--- config.mk ---
export PLATFORM = sky130hd
export DESIGN_NAME = replacement_escape_scanner_top
export DESIGN_NICKNAME = d
export VERILOG_FILES = /design/src/rtl/rse_pkg.sv /design/src/rtl/rse_scan.sv /design/src/rtl/rse_tok_queue.sv /design/src/rtl/replacement_escape_scanner_top.sv
export SDC_FILE = /design/constraint.sdc
export NUM_CORES = 1
export LEC_CHECK = 0
export ABC_CLOCK_PERIOD_IN_PS = 10400
export BUFFER_PORTS_ARGS = -buffer_cell sky130_fd_sc_hd__buf_2
export CORE_ASPECT_RATIO = 0.6
export CORE_UTILIZATION = 50
export DETAILED_ROUTE_END_ITERATION = 10
export PLACE_DENSITY = 0.64
export SLEW_MARGIN = 10
export SYNTH_ARGS = -nofsm -noshare
export SYNTH_HDL_FRONTEND = slang
export SYNTH_SLANG_ARGS = --single-unit
--- constraint.sdc ---
create_clock -name clock -period 10.4 [get_ports clock]
set_input_delay 0 -clock clock [delete_from_list [all_inputs] [get_ports clock]]
set_output_delay 0 -clock clock [all_outputs]
set_load 0.02 [all_outputs]
--- src/rtl/rse_pkg.sv ---
// Shared types, constants and helpers for the replacement escape scanner.
// No dependencies; every other file refers to this package by scoped names.
package rse_pkg;

   // Width of every count field and of the backslash run
   localparam int CNT_W = 13;

   // Length bound of one string; counts stop at the smaller of this and 8191
   localparam int MAX_LEN = 4096;
   localparam logic [CNT_W-1:0] LIMIT = CNT_W'((MAX_LEN < 8191) ? MAX_LEN : 8191);

   // Depth of the token queue in front of the result port
   localparam int QUEUE_DEPTH = 4;
   localparam int QCNT_W = $clog2(QUEUE_DEPTH + 1);

   // Special bytes
   localparam logic [7:0] CHAR_AMP = 8'h26;
   localparam logic [7:0] CHAR_BSL = 8'h5C;

   // Scan modes
   localparam logic MODE_CLASSIC = 1'b0;
   localparam logic MODE_POSIX   = 1'b1;

   typedef enum logic [1:0] {
      KIND_LIT  = 2'd0,
      KIND_MARK = 2'd1,
      KIND_END  = 2'd2
   } kind_type;

   // One result token
   typedef struct packed {
      kind_type         kind;
      logic [7:0]       lit_byte;
      logic [CNT_W-1:0] rep;
      logic             eos;
      logic [CNT_W-1:0] mk_total;
      logic [CNT_W-1:0] lit_total;
      logic             ovf;
   } tok_type;

   // Tokens produced by one item: an optional leading backslash run and the main token
   typedef struct packed {
      logic    has_a;
      logic    has_b;
      tok_type tok_a;
      tok_type tok_b;
   } scan_push_type;

   // Saturating add: bit CNT_W flags that the bound was passed
   function automatic logic [CNT_W:0] sat_add(input logic [CNT_W-1:0] a,
                                              input logic [CNT_W-1:0] b);
      logic [CNT_W:0] s;
      s = {1'b0, a} + {1'b0, b};
      if (s > {1'b0, LIMIT}) begin
         return {1'b1, LIMIT};
      end
      return {1'b0, s[CNT_W-1:0]};
   endfunction

endpackage

--- src/rtl/rse_scan.sv ---
// Scan stage: holds the mode register and per-string state, turns one item into
// up to two tokens in a single pass. Depends on rse_pkg.
module rse_scan (
   input  logic                  clock,
   input  logic                  reset,
   input  logic                  csr_we,
   input  logic                  csr_mode,
   input  logic                  item_go,
   input  logic [7:0]            item_char,
   input  logic                  item_end_only,
   input  logic                  item_is_last,
   output rse_pkg::scan_push_type push
);

   logic                        mode_ff;
   logic [rse_pkg::CNT_W-1:0]   run_ff, run_in;
   logic [rse_pkg::CNT_W-1:0]   mk_ff, mk_in;
   logic [rse_pkg::CNT_W-1:0]   lit_ff, lit_in;
   logic                        sat_ff, sat_in;

   logic                        ending;
   logic                        is_amp, is_bsl;
   logic                        a_en, b_en;
   logic [rse_pkg::CNT_W-1:0]   a_rep, b_rep;
   rse_pkg::kind_type           b_kind;
   logic [7:0]                  b_byte;
   logic [rse_pkg::CNT_W-1:0]   run_nx;
   logic                        sat0, sat_a;
   logic [rse_pkg::CNT_W-1:0]   lit_a;
   logic [rse_pkg::CNT_W:0]     sum_a, sum_b, sum_m;

   assign ending = item_end_only | item_is_last;
   assign is_amp = (item_char == rse_pkg::CHAR_AMP);
   assign is_bsl = (item_char == rse_pkg::CHAR_BSL);

   // Decode the item against the pending run
   always_comb begin
      a_en   = 1'b0;
      a_rep  = run_ff;
      b_en   = 1'b0;
      b_kind = rse_pkg::KIND_LIT;
      b_byte = item_char;
      b_rep  = rse_pkg::CNT_W'(1);
      run_nx = run_ff;
      sat0   = sat_ff;
      if (item_end_only) begin
         b_en   = 1'b1;
         run_nx = '0;
         if (run_ff != '0) begin
            b_byte = rse_pkg::CHAR_BSL;
            b_rep  = run_ff;
         end else begin
            b_kind = rse_pkg::KIND_END;
            b_byte = '0;
            b_rep  = '0;
         end
      end else if (mode_ff == rse_pkg::MODE_CLASSIC) begin
         if (is_bsl) begin
            if (run_ff < rse_pkg::LIMIT) begin
               run_nx = run_ff + rse_pkg::CNT_W'(1);
            end else begin
               sat0 = 1'b1;
            end
            if (ending) begin
               b_en   = 1'b1;
               b_byte = rse_pkg::CHAR_BSL;
               b_rep  = run_nx;
               run_nx = '0;
            end
         end else if (is_amp) begin
            a_en   = (run_ff[rse_pkg::CNT_W-1:1] != '0);
            a_rep  = {1'b0, run_ff[rse_pkg::CNT_W-1:1]};
            b_en   = 1'b1;
            run_nx = '0;
            if (!run_ff[0]) begin
               b_kind = rse_pkg::KIND_MARK;
               b_byte = '0;
               b_rep  = '0;
            end
         end else begin
            a_en   = (run_ff != '0);
            b_en   = 1'b1;
            run_nx = '0;
         end
      end else begin
         if (run_ff != '0) begin
            a_en   = !(is_amp || is_bsl);
            a_rep  = rse_pkg::CNT_W'(1);
            b_en   = 1'b1;
            run_nx = '0;
         end else if (is_amp) begin
            b_en   = 1'b1;
            b_kind = rse_pkg::KIND_MARK;
            b_byte = '0;
            b_rep  = '0;
         end else if (is_bsl) begin
            run_nx = rse_pkg::CNT_W'(1);
            if (ending) begin
               b_en   = 1'b1;
               b_byte = rse_pkg::CHAR_BSL;
               run_nx = '0;
            end
         end else begin
            b_en = 1'b1;
         end
      end
   end

   // Update the totals in token order
   always_comb begin
      sum_a  = rse_pkg::sat_add(lit_ff, a_rep);
      lit_a  = a_en ? sum_a[rse_pkg::CNT_W-1:0] : lit_ff;
      sat_a  = sat0 | (a_en & sum_a[rse_pkg::CNT_W]);
      sum_b  = rse_pkg::sat_add(lit_a, b_rep);
      sum_m  = rse_pkg::sat_add(mk_ff, rse_pkg::CNT_W'(1));
      lit_in = lit_a;
      mk_in  = mk_ff;
      sat_in = sat_a;
      if (b_en && b_kind == rse_pkg::KIND_LIT) begin
         lit_in = sum_b[rse_pkg::CNT_W-1:0];
         sat_in = sat_a | sum_b[rse_pkg::CNT_W];
      end else if (b_en && b_kind == rse_pkg::KIND_MARK) begin
         mk_in  = sum_m[rse_pkg::CNT_W-1:0];
         sat_in = sat_a | sum_m[rse_pkg::CNT_W];
      end
      run_in = run_nx;
   end

   // Build the tokens
   always_comb begin
      push.has_a           = item_go & a_en;
      push.has_b           = item_go & b_en;
      push.tok_a.kind      = rse_pkg::KIND_LIT;
      push.tok_a.lit_byte  = rse_pkg::CHAR_BSL;
      push.tok_a.rep       = a_rep;
      push.tok_a.eos       = 1'b0;
      push.tok_a.mk_total  = '0;
      push.tok_a.lit_total = '0;
      push.tok_a.ovf       = sat_a;
      push.tok_b.kind      = b_kind;
      push.tok_b.lit_byte  = b_byte;
      push.tok_b.rep       = b_rep;
      push.tok_b.eos       = ending;
      push.tok_b.mk_total  = ending ? mk_in : '0;
      push.tok_b.lit_total = ending ? lit_in : '0;
      push.tok_b.ovf       = sat_in;
   end

   // Hold mode and per-string state; clear on string end or mode write
   always_ff @(posedge clock) begin
      if (reset) begin
         mode_ff <= rse_pkg::MODE_CLASSIC;
         run_ff  <= '0;
         mk_ff   <= '0;
         lit_ff  <= '0;
         sat_ff  <= 1'b0;
      end else if (csr_we) begin
         mode_ff <= csr_mode;
         run_ff  <= '0;
         mk_ff   <= '0;
         lit_ff  <= '0;
         sat_ff  <= 1'b0;
      end else if (item_go) begin
         if (ending) begin
            run_ff <= '0;
            mk_ff  <= '0;
            lit_ff <= '0;
            sat_ff <= 1'b0;
         end else begin
            run_ff <= run_in;
            mk_ff  <= mk_in;
            lit_ff <= lit_in;
            sat_ff <= sat_in;
         end
      end
   end

   // The run never passes the bound
   a_run_bound: assert property (@(posedge clock) disable iff (reset)
      run_ff <= rse_pkg::LIMIT)
      else $error("backslash run above bound");

   // Posix mode holds at most one pending backslash
   a_posix_run: assert property (@(posedge clock) disable iff (reset)
      mode_ff == rse_pkg::MODE_POSIX |-> run_ff <= rse_pkg::CNT_W'(1))
      else $error("posix run above one");

   // A processed end leaves clean state behind
   a_end_clears: assert property (@(posedge clock) disable iff (reset)
      item_go && ending && !csr_we |=> run_ff == '0 && mk_ff == '0 && lit_ff == '0 && !sat_ff)
      else $error("state not cleared after string end");

   // An ending item always yields a final token
   a_end_token: assert property (@(posedge clock) disable iff (reset)
      item_go && ending |-> push.has_b)
      else $error("string end without final token");

endmodule

--- src/rtl/rse_tok_queue.sv ---
// Token queue: shift-style buffer that takes up to two tokens per cycle and
// presents its head to the result port. Depends on rse_pkg.
module rse_tok_queue (
   input  logic                   clock,
   input  logic                   reset,
   input  rse_pkg::scan_push_type push,
   input  logic                   pop,
   output logic                   room,
   output logic                   not_empty,
   output rse_pkg::tok_type       head
);

   rse_pkg::tok_type           ent_ff [rse_pkg::QUEUE_DEPTH];
   rse_pkg::tok_type           ent_in [rse_pkg::QUEUE_DEPTH];
   logic [rse_pkg::QCNT_W-1:0] cnt_ff, cnt_in;
   logic [rse_pkg::QCNT_W-1:0] base;
   logic [rse_pkg::QCNT_W-1:0] n_push;

   assign not_empty = (cnt_ff != '0);
   assign room      = (cnt_ff <= rse_pkg::QCNT_W'(rse_pkg::QUEUE_DEPTH - 2));
   assign head      = ent_ff[0];
   assign base      = cnt_ff - rse_pkg::QCNT_W'(pop);
   assign n_push    = rse_pkg::QCNT_W'(push.has_a) + rse_pkg::QCNT_W'(push.has_b);
   assign cnt_in    = base + n_push;

   // Shift on pop, then drop new tokens in behind the survivors
   always_comb begin
      for (int i = 0; i < rse_pkg::QUEUE_DEPTH; i++) begin
         if (pop && i < rse_pkg::QUEUE_DEPTH - 1) begin
            ent_in[i] = ent_ff[i+1];
         end else begin
            ent_in[i] = ent_ff[i];
         end
         if (push.has_b && base == rse_pkg::QCNT_W'(i)) begin
            ent_in[i] = push.has_a ? push.tok_a : push.tok_b;
         end
         if (push.has_a && base + rse_pkg::QCNT_W'(1) == rse_pkg::QCNT_W'(i)) begin
            ent_in[i] = push.tok_b;
         end
      end
   end

   always_ff @(posedge clock) begin
      ent_ff <= ent_in;
   end

   always_ff @(posedge clock) begin
      if (reset) begin
         cnt_ff <= '0;
      end else begin
         cnt_ff <= cnt_in;
      end
   end

   // Fill never exceeds depth
   a_fill: assert property (@(posedge clock) disable iff (reset)
      cnt_ff <= rse_pkg::QCNT_W'(rse_pkg::QUEUE_DEPTH))
      else $error("token queue overfilled");

   // A leading token never comes without the main one
   a_pair: assert property (@(posedge clock) disable iff (reset)
      push.has_a |-> push.has_b)
      else $error("leading token without main token");

   // Tokens are pushed only when there was room
   a_room: assert property (@(posedge clock) disable iff (reset)
      push.has_b |-> room)
      else $error("push into full queue");

endmodule

--- src/rtl/replacement_escape_scanner_top.sv ---
// Top level of the replacement escape scanner: input register, scan stage and
// token queue. Depends on rse_pkg, rse_scan and rse_tok_queue.
//
//   channel | direction | handshake           | payload
//   req_    | in        | req_valid/req_stall | char_code, end_only, is_last
//   rsp_    | out       | rsp_valid/rsp_stall | token fields, totals, overflow
//   csr_    | in        | csr_valid/csr_ready | scan_mode
//
// One byte per cycle enters the input register while req_stall is low; the
// scan stage takes it when the queue has room and writes zero, one or two
// tokens to a four-entry queue. The result port moves one token per cycle
// while rsp_stall is low, so items that yield two tokens set the sustained
// rate when they dominate. Reset clears mode (classic) and all string state.
// Input stalls while an item is held and under two queue entries are free.
module replacement_escape_scanner_top (
   input  logic        clock,
   input  logic        reset,
   input  logic        req_valid,
   output logic        req_stall,
   input  logic [7:0]  req_char_code,
   input  logic        req_end_only,
   input  logic        req_is_last,
   output logic        rsp_valid,
   input  logic        rsp_stall,
   output logic [1:0]  rsp_token_kind,
   output logic [7:0]  rsp_literal_byte,
   output logic [12:0] rsp_repeat_count,
   output logic        rsp_end_of_string,
   output logic [12:0] rsp_marker_total,
   output logic [12:0] rsp_literal_total,
   output logic        rsp_overflow,
   input  logic        csr_valid,
   output logic        csr_ready,
   input  logic        csr_scan_mode
);

   logic                   in_valid_ff, in_valid_in;
   logic [7:0]             in_char_ff;
   logic                   in_end_only_ff;
   logic                   in_is_last_ff;
   logic                   req_xfer;
   logic                   item_go;
   logic                   room;
   logic                   rsp_xfer;
   rse_pkg::scan_push_type push;
   rse_pkg::tok_type       head;

   // Item advances to the scan stage when the queue can take two tokens
   assign item_go   = in_valid_ff & room;
   assign req_stall = in_valid_ff & ~room;
   assign req_xfer  = req_valid & ~req_stall;
   assign csr_ready = 1'b1;
   assign rsp_xfer  = rsp_valid & ~rsp_stall;

   always_comb begin
      in_valid_in = in_valid_ff;
      if (req_xfer) begin
         in_valid_in = 1'b1;
      end else if (item_go) begin
         in_valid_in = 1'b0;
      end
   end

   // Hold the input register
   always_ff @(posedge clock) begin
      if (reset) begin
         in_valid_ff <= 1'b0;
      end else begin
         in_valid_ff <= in_valid_in;
      end
   end

   always_ff @(posedge clock) begin
      if (req_xfer) begin
         in_char_ff     <= req_char_code;
         in_end_only_ff <= req_end_only;
         in_is_last_ff  <= req_is_last;
      end
   end

   rse_scan u_scan (
      .clock         (clock),
      .reset         (reset),
      .csr_we        (csr_valid & csr_ready),
      .csr_mode      (csr_scan_mode),
      .item_go       (item_go),
      .item_char     (in_char_ff),
      .item_end_only (in_end_only_ff),
      .item_is_last  (in_is_last_ff),
      .push          (push)
   );

   rse_tok_queue u_queue (
      .clock     (clock),
      .reset     (reset),
      .push      (push),
      .pop       (rsp_xfer),
      .room      (room),
      .not_empty (rsp_valid),
      .head      (head)
   );

   // Drive the result payload from the queue head
   assign rsp_token_kind    = head.kind;
   assign rsp_literal_byte  = head.lit_byte;
   assign rsp_repeat_count  = head.rep;
   assign rsp_end_of_string = head.eos;
   assign rsp_marker_total  = head.mk_total;
   assign rsp_literal_total = head.lit_total;
   assign rsp_overflow      = head.ovf;

endmodule
Yosys cells after proc, flatten, opt, wreduce, memory -nomap -nowiden
Index checks and enable logic that the tools add are counted.
Storage, ports and cells
  flip-flop bits (word level): 259
  bits in latches: 0
  bits in writable memories: 0
  bits in read-only memories: 0
  bits of input ports: 16
  output and inout bits: 54
  logic and storage cells: 190
  memories kept: 0
Operators by class
  $add $sub $neg: 8
  $mul: 0
  divide/modulo/power cells: 0
  magnitude comparators: 5
  equality and inequality tests: 11
  shifts and indexed selects: 0
  mux-type cells: 89
  bitwise logic cells: 14
  reductions and logical operators: 25
Operators by type and width (count)
  2-to-1 mux 51 bit: 12
  2-to-1 mux 13 bit: 28
  2-to-1 mux 14 bit: 6
  2-to-1 mux 8 bit: 9
  greater-than comparator 14 x 13 -> 1 bit (second input constant): 3
  adder 13 x 13 -> 14 bit: 2
  2-to-1 mux 1 bit: 27
  adder 13 x 1 -> 14 bit (second input constant): 1
  adder 13 x 1 -> 13 bit (second input constant): 1
  < comparator 13 bit (second input constant): 1
  nonzero test 13 bit: 1
  == test 3 x 2 -> 1 bit (second input constant): 4
  2-to-1 mux 2 bit: 6
  nonzero test 12 bit: 1
  nonzero test 3 bit: 4
  logical AND 1 bit: 10
  != test 5 bit (second input constant): 2
  == test 8 x 6 -> 1 bit (second input constant): 1
  == test 8 x 7 -> 1 bit (second input constant): 1
  bitwise AND 1 bit: 7
  2-to-1 mux 7 bit: 1
  == test 3 x 1 -> 1 bit (second input constant): 2
  logical NOT 3 bit: 2
  OR 1 bit: 4
  other kinds (13): 16

Depth between registers and ports, before layout
Gate-level depths: netlist of the first run.
  depth in word-level cells: 19
  mapped depth: 32
  mapped depth without buffers: 27

By module
Synthesis of the first run repeated with hierarchy kept, for this count alone.
Unflattened totals
  cell total of the unflattened synthesis: 1597
  area, all modules: 16099.2 um^2
Modules (own cells, without submodules)
  rse_tok_queue: instances 1, cells an instance 836, area an instance 10632.7 um^2, seq. area each 6185.9 um^2
  rse_scan: instances 1, cells an instance 743, area an instance 5092.4 um^2, seq. area each 820.8 um^2
  replacement_escape_scanner_top: instances 1, cells an instance 18, area an instance 374.1 um^2, seq. area each 320.3 um^2

Worst setup path before layout of the first run
Ideal clock, no wire load.
  path kind: register to register
  start: reg u_scan.run_ff[6] (netlist bit)
  end: reg u_queue.ent_ff (netlist bit u_queue.head[0]) (data pin)
  setup time: 273 ps
  arrival: 6574 ps
  required time: 10127 ps
  setup slack: 3553 ps
  stages on the path, launching flop included: 32
  path buffers: 5
  period minus slack after synthesis: 6847 ps
  cells stage by stage: dfxtp_1 > buf_4 > nor4_2 > and4_4 > buf_6 > nor3_1 > a211oi_1 > inv_1 > ha_1 > fa_1 > xnor2_1 > inv_1 > or3_1 > or4_1 > o41ai_2 > and2_1 > buf_4 > buf_6 > a22o_1 > ha_1 > inv_1 > fa_1 > nor2b_1 > o2111ai_1 > a21oi_1 > o221ai_1 > and3_1 > a2111oi_4 > a31oi_2 > buf_4 > o221ai_1 > a21oi_1
RTL lines
  from (decl): line rse_scan.sv:16  | logic [rse_pkg::CNT_W-1:0] run_ff, run_in;
  from (signal assigned): line rse_scan.sv:170  | run_ff <= run_in;
  to (signal assigned): line rse_tok_queue.sv:44  | ent_ff <= ent_in;
  to (decl): line rse_tok_queue.sv:13  | rse_pkg::tok_type ent_ff [rse_pkg::QUEUE_DEPTH];

==> flow_summary.ini, run 1 <==
[finish]
final.fill_count = 2443
mostFrequentLayoutCell = sky130_fd_sc_hd__edfxtp_1
drive_above_1_share_pct = 12.4
final_cell_mix = sky130_fd_sc_hd__edfxtp_1, sky130_fd_sc_hd__nand2_1, sky130_fd_sc_hd__o21ai_0
final_net_count = 1462
areaGrowthSynthToFinish_pct = 7.78
antenna_cells = 0

[floorplan]
effective_utilization_at_floorplan_pct = 51.5
placementRows = 47
die_area_sq_um = 29400
fp.dieW_microns = 221
design.core.area_sq_um = 27900
die_y_microns = 133
top_level_ports = 70

[logic_synthesis]
synth_area_per_cell_sq_um = 10.1
synth_edf_count = 214
synth.yosys.warnings = 0
netlist-cell-type-count = 101
syn-instance-count = 1416
synth-async-reset-ratio_pct = 0
mappedNetlistArea_sq_um = 14400
synth_fp_nets = 1469
ys_ff_latch = 259
synth-main-ff-cell = sky130_fd_sc_hd__edfxtp_1
yosysSeqAreaShare_pct = 51.0

[status]
run_status = finished with violations
violations = DRC

[placed_design]
gp_congestion = 0.982
dpl.hpwl_microns = 28200
io_buffer_count = 68

[sta]
achievable-frequency_mhz = 113
tns_ps = 0
rsz_0062_raised_after_global_routing = no
slew-limit-headroom_pct = 18.7
tightestPinTransition_ps = 1220
total_count_of_hold_check_failures_in_the_final_report = 0
timing.final.crit_share_pct = 85.0
finalSetupViolCount = 0
timing_max_transition_violations_final = 0
final_period_minus_worst_setup_slack_ps = 8840
finalClockSkew_ps = 38.3

[global_routing]
global_route.overflow_total = 0
via_count_of_the_first_global_routing_pass = 10200
grt_antenna_before_repair = 0
grtUsageTotal_pct = 28.6
grt_pass1_wl_microns = 63400
largest_net_degree_at_the_start_of_global_routing = 52

[routing]
vias = 11500
drt-met1-wl_microns = 20400
drt-vias-per-instance = 6.38
antenna_violating_nets_left = 0
wl_microns = 41700
detailroute.wirelength.met3_microns = 4420
highest-signal-layer = met5
wl_per_cell_microns = 23.2
met2RoutedLength_microns = 16100
first_pass_iters = 10
drcViolationCount = 5
drtIter0Drc = 1472

[clocking]
worst_skew_pair.late_latency_ps = 570
cts_inserted_buffers = 26
clock_sink_count = 259
root_buffer = sky130_fd_sc_hd__clkbuf_16
max-clock-path-buffers = 3
cts.htree.levels = 1
cts_tree = yes
cts.clk_slew.worst_paths_ps = 60

[setup_path]
critical_path.startpoint_type = register
critical_path.endpoint_type = register
critPathKind = register to register
worst-endpoint-required_ps = 10690
arrival_ps = 9130
worst-path-max-fanout = 33

[power_and_ir_drop]
pwr_density_cell_nw_per_um2 = 235
finalPower_uw = 3640
cellLeakagePower_uw = 0.00586
ir_drop_mv = 0.227

[hold_path]
hold_path.class = input port to register

[job]
maxCapViolCount = 0
## cell usage after synthesis (all sizes together), types with 9 or more instances
cell	count	area, sq um
nand2	177	672
inv	40	155
and3	15	98.8
nor3	25	125
a22o	61	534
nor2	115	465
a22oi	10	75.1
o21bai	10	78.8
a211oi	10	80.1
edfxtp	214	6430
dfxtp	45	901
clkbuf	47	176
o31ai	9	67.6
ha	34	425
nand4	11	90.1
o21ai	169	876
nor2b	14	87.6
nand2b	12	82.6
nor4	10	75.1
nand3	47	235
a21oi	70	365
or3	10	67.6
xnor2	10	87.6
a21o	13	97.6
buf	88	654
and2	16	100
a32oi	9	93.8
## critical path: stages (launching register included)
cell	delay [ps]
sky130_fd_sc_hd__edfxtp_1	350
sky130_fd_sc_hd__buf_4	230
sky130_fd_sc_hd__nor2_1	710
sky130_fd_sc_hd__nand2_1	490
sky130_fd_sc_hd__a211oi_1	560
sky130_fd_sc_hd__inv_1	130
sky130_fd_sc_hd__ha_1	240
sky130_fd_sc_hd__fa_1	480
sky130_fd_sc_hd__xnor2_1	200
sky130_fd_sc_hd__inv_1	100
sky130_fd_sc_hd__or3_1	310
sky130_fd_sc_hd__or4_1	530
sky130_fd_sc_hd__o41ai_2	300
sky130_fd_sc_hd__and2_1	550
sky130_fd_sc_hd__a22o_1	220
sky130_fd_sc_hd__ha_1	170
sky130_fd_sc_hd__inv_1	60
sky130_fd_sc_hd__fa_1	430
sky130_fd_sc_hd__nor2b_1	160
sky130_fd_sc_hd__o2111ai_1	170
sky130_fd_sc_hd__a21oi_1	230
sky130_fd_sc_hd__o221ai_1	150
sky130_fd_sc_hd__mux2i_1	240
sky130_fd_sc_hd__a2111oi_4	150
sky130_fd_sc_hd__a31oi_2	730
sky130_fd_sc_hd__o21ai_0	370
sky130_fd_sc_hd__a22o_1	280
## what timing repair did
action / in CTS / in global routing
endpoints found under the hold margin: 17 / 0
gates resized for setup: 0 / 0
hold buffers: 15 / 0
buffers inserted: 0 / 0
## sequential cells by signal, indices dropped and copies added, names as in the netlist
signal / cells
u_queue.ent_ff: 153
u_queue.head: 51
u_scan.lit_ff: 13
u_scan.mk_ff: 13
u_scan.run_ff: 13
in_char_ff: 8
u_queue.cnt_ff: 3
in_end_only_ff: 1
in_is_last_ff: 1
in_valid_ff: 1
u_scan.mode_ff: 1
u_scan.sat_ff: 1
## cells by family (layout without fill, tap and decap cells)
family | Yosys count | in the layout | synth area share [%]
AND/OR/NAND/NOR | 479 | 479 | 16.2
flip-flops | 259 | 259 | 51.0
buffers and inverters | 175 | 188 | 6.87
AO/OA/AOI/OAI | 439 | 439 | 20.8
other | 1 | 1 | 0.0261
multiplexers | 8 | 8 | 0.558
XOR/XNOR | 18 | 18 | 1.10
adder cells (fa/ha/maj) | 37 | 37 | 3.38
## power breakdown
part	switching (uW)	internal (uW)	leakage, uW
Clock	414	518	0.000396
Sequential	76.6	1560	0.00239
Combinational	790	273	0.00307
Total	1280	2360	0.00586
## routing by layer
layer / track usage (%) / up-vias
met2: 36.9 / 600
li1: - / 5215
met5: 1.50 / -
met4: 5.48 / 3
met3: 6.58 / 54
met1: 47.4 / 5584
## final timing paths
check	from	to	slack (ps)	depth (start not counted)
worst max-delay path	in_end_only_ff	u_queue.ent_ff[53]	1560	26
worst min-delay path	req_char_code[6]	in_char_ff[6]	140	2
worst max register to register	in_end_only_ff	u_queue.ent_ff[53]	1560	26
worst min register to register	u_queue.ent_ff[50]	u_queue.ent_ff[101]	520	2
## through the flow
stage	setup WS [ps]	hold WS [ps]	area, sq um	std cells	util (%)
6_report	1560	144	15500	1796	55.5
5_1_grt	873	157	15500	1796	55.5
4_1_cts	1640	118	15500	1796	55.5
3_5_place_dp	1680	178	14500	1733	52.0
3_3_place_gp	2030	177	14500	1733	52.0
2_1_floorplan	3550	66.7	14400	1416	-
## layout make-up
class                      count  area (sq um)  area share [%]
sequential                   259          7330            47.4
multi-input combinational    982          6080            39.3
clock buffer                  38           736            4.76
timing repair buffer         100           618            4.00
tap                          367           459            2.97
inverter                      40           155            1.00
clock inverter                10          95.1           0.615
(Power assumes the default switching activity.)
==> inputs of run 2 (changes only) <==
- ABC_AREA: unset -> 1
- ABC_CLOCK_PERIOD_IN_PS: 10400 -> 7650
- PLACE_DENSITY: 0.64 -> 0.66
- clock period: 10.4 -> 7.65 ns (I/O delays scaled with it)
==> run 2 against run 1 <==
  * The run now ends clean
  * Clock skew fell by 19 ps
  * First-iteration DRC count rose by 20%
  * Register-to-register slack got worse by 740 ps
  * Sequential share of layout area fell by 4.4 points
  * Die area rose by 10%
  * Critical path type unchanged
==> flow_summary.ini, run 2 <==
[logic_synthesis]
synth-async-reset-ratio_pct = 0
syn-instance-count = 1966
synth_edf_count = 214
synth_area_per_cell_sq_um = 8.07
synth.yosys.warnings = 0
synthTopCellsByCount = sky130_fd_sc_hd__nand2_1, sky130_fd_sc_hd__nand3_1, sky130_fd_sc_hd__edfxtp_1, sky130_fd_sc_hd__inv_1, sky130_fd_sc_hd__nor2_1
mappedNetlistArea_sq_um = 15900
synth_most_common_cell = sky130_fd_sc_hd__nand2_1
synth_top_area_share_pct = 40.5
netlist-cell-type-count = 54
synth.area.top_cells = sky130_fd_sc_hd__edfxtp_1, sky130_fd_sc_hd__nand2_1, sky130_fd_sc_hd__nand3_1
yosysSeqAreaShare_pct = 46.2
synth_fp_nets = 2019
netlist.top_cell.by_area = sky130_fd_sc_hd__edfxtp_1
ys_ff_latch = 259
synth-main-ff-cell = sky130_fd_sc_hd__edfxtp_1

[global_routing]
via_count_of_the_first_global_routing_pass = 12600
global_route.overflow_total = 0
largest_net_degree_at_the_start_of_global_routing = 92
grt_antenna_before_repair = 1
grt_pass1_wl_microns = 74500
grtUsageTotal_pct = 30.1

[setup_path]
worst-path-max-fanout = 11
critPathMostFrequentCell = sky130_fd_sc_hd__nand2_1
timing.critical_path.slowest_stage_cell = sky130_fd_sc_hd__fa_1
timing.critical_path.max_delay_family = simple AND/OR/NAND/NOR gates
critical_path.startpoint_type = register
cpPeakStageDelay_ps = 500
critical_path.endpoint_type = register
critPathKind = register to register
arrival_ps = 7220
worst-endpoint-required_ps = 8040
worstPathBufferInverterCount = 6

[power_and_ir_drop]
pwr_density_cell_nw_per_um2 = 282
power_frac_seq_pct = 44.3
share_comb_of_total_power_pct = 28.0
switchingPower_uw = 1670
power.clock.fraction_pct = 27.8
cellLeakagePower_uw = 0.00725
sw_share_pct = 34.7
finalPower_uw = 4810
ir_drop_mv = 0.241
internal-power_uw = 3140

[floorplan]
die_y_microns = 140
placementRows = 50
fp.dieW_microns = 232
die_area_sq_um = 32500
top_level_ports = 70
effective_utilization_at_floorplan_pct = 50.8
design.core.area_sq_um = 31200

[hold_path]
hold_path.class = input port to register

[finish]
regMostFlops = u_queue.ent_ff
layoutNonFillerInstCount = 2388
mostFrequentLayoutCell = sky130_fd_sc_hd__nand2_1
areaGrowthSynthToFinish_pct = 7.46
largest_reg_flops = 153
antenna_cells = 0
post-route-cell-area_sq_um = 17000
drive_above_1_share_pct = 11.3
final_cell_mix = sky130_fd_sc_hd__nand2_1, sky130_fd_sc_hd__nand3_1, sky130_fd_sc_hd__edfxtp_1
final_net_count = 2006

[routing]
drtIter0Drc = 1761
drcViolationCount = 0
wl_per_cell_microns = 20.6
vias = 14100
first_pass_iters = 5
drt-vias-per-instance = 5.92
antenna_violating_nets_left = 0
wl_microns = 49100

[placed_design]
placedInstanceArea_sq_um = 16000
dp_worst_setup_slack_ps = 822
io_buffer_count = 68
gp_congestion = 0.942
placed_cells_incl_taps = 2327
dpl.hpwl_microns = 33100

[sta]
tns_ps = 0
finalClockSkew_ps = 19.7
final_period_minus_worst_setup_slack_ps = 6830
tightestPinTransition_ps = 1150
rsz_0062_raised_after_global_routing = no
slew-limit-headroom_pct = 22.4
total_count_of_hold_check_failures_in_the_final_report = 0
final.setup.worst_slack_ps = 822
timing.final.crit_share_pct = 89.3
achievable-frequency_mhz = 146
finalSetupViolCount = 0
timing_max_transition_violations_final = 0

[status]
run_status = complete, no violations

[clocking]
cts.clk_slew.worst_paths_ps = 70
max-clock-path-buffers = 3
cts.htree.levels = 1
worst_skew_pair.late_latency_ps = 550
clock_sink_count = 259
cts_tree = yes
root_buffer = sky130_fd_sc_hd__clkbuf_16
cts_inserted_buffers = 26

[job]
maxCapViolCount = 0
==> run 2: through the flow <==
step,utilization (%),hold WS [ps]
after floorplan,-,66.7
after global placement,51.3,177
after detailed placement,51.3,178
after CTS,54.6,132
after global routing,54.6,164
final,54.6,154
==> run 2: cells by family (layout without fill, tap and decap cells) <==
family / after synthesis / count (layout) / synth area share (%)
buffers and inverters: 324 / 330 / 9.78
other: 1 / 1 / 0.0236
multiplexers: 3 / 3 / 0.189
AND/OR/NAND/NOR: 1092 / 1092 / 31.1
flip-flops: 259 / 259 / 46.2
XOR/XNOR: 16 / 16 / 0.931
AO/OA/AOI/OAI: 234 / 234 / 8.75
adder cells (fa/ha/maj): 37 / 37 / 3.06
==> run 2: metal layers <==
layer	track usage, %	wire, microns
met5	0	8
met4	7.38	1050
met3	6.21	5870
met2	40.7	19400
met1	48.0	22800
==> run 2: tightest hold or removal path, cell delays in order <==
cell                      delay, ps
sky130_fd_sc_hd__buf_2           80
sky130_fd_sc_hd__a21oi_1         50
sky130_fd_sc_hd__inv_1          140
sky130_fd_sc_hd__nand2_2        200
==> run 2: worst paths after layout <==
check | start | end | slack (ps) | cells past startpoint
max | u_scan.run_ff[0] | u_queue.ent_ff[109] | 820 | 40
min reg2reg | u_scan.run_ff[4] | u_scan.run_ff[4] | 500 | 2
max reg2reg | u_scan.run_ff[0] | u_queue.ent_ff[109] | 820 | 40
min | rsp_stall | u_queue.head[46] | 150 | 4
==> run 2: final cells by class <==
cell class | count | area [sq um]
repair buffers | 97 | 593
clock buffers | 35 | 726
fillers | 2874 | 14200
multi-input cells | 1383 | 7010
well taps | 416 | 520
inverters | 186 | 712
flip-flops and latches | 259 | 7330
clock inverters | 12 | 150
==> run 2: what timing repair did <==
action	4_1_cts	5_1_grt
endpoints found under the hold margin	25	0
hold buffers	14	0
setup buffers	0	0
endpoints found under the setup margin	0	4
resized for setup	0	1
==> run 2: power by group through the flow <==
stage	Combinational, uW	Clock, uW	Sequential [uW]
3_3_place_gp	1310	0	2150
4_1_cts	1330	1350	2130
5_1_grt	1450	1400	2150
2_1_floorplan	1020	0	2140
3_5_place_dp	1320	0	2150
6_report	1340	1340	2130
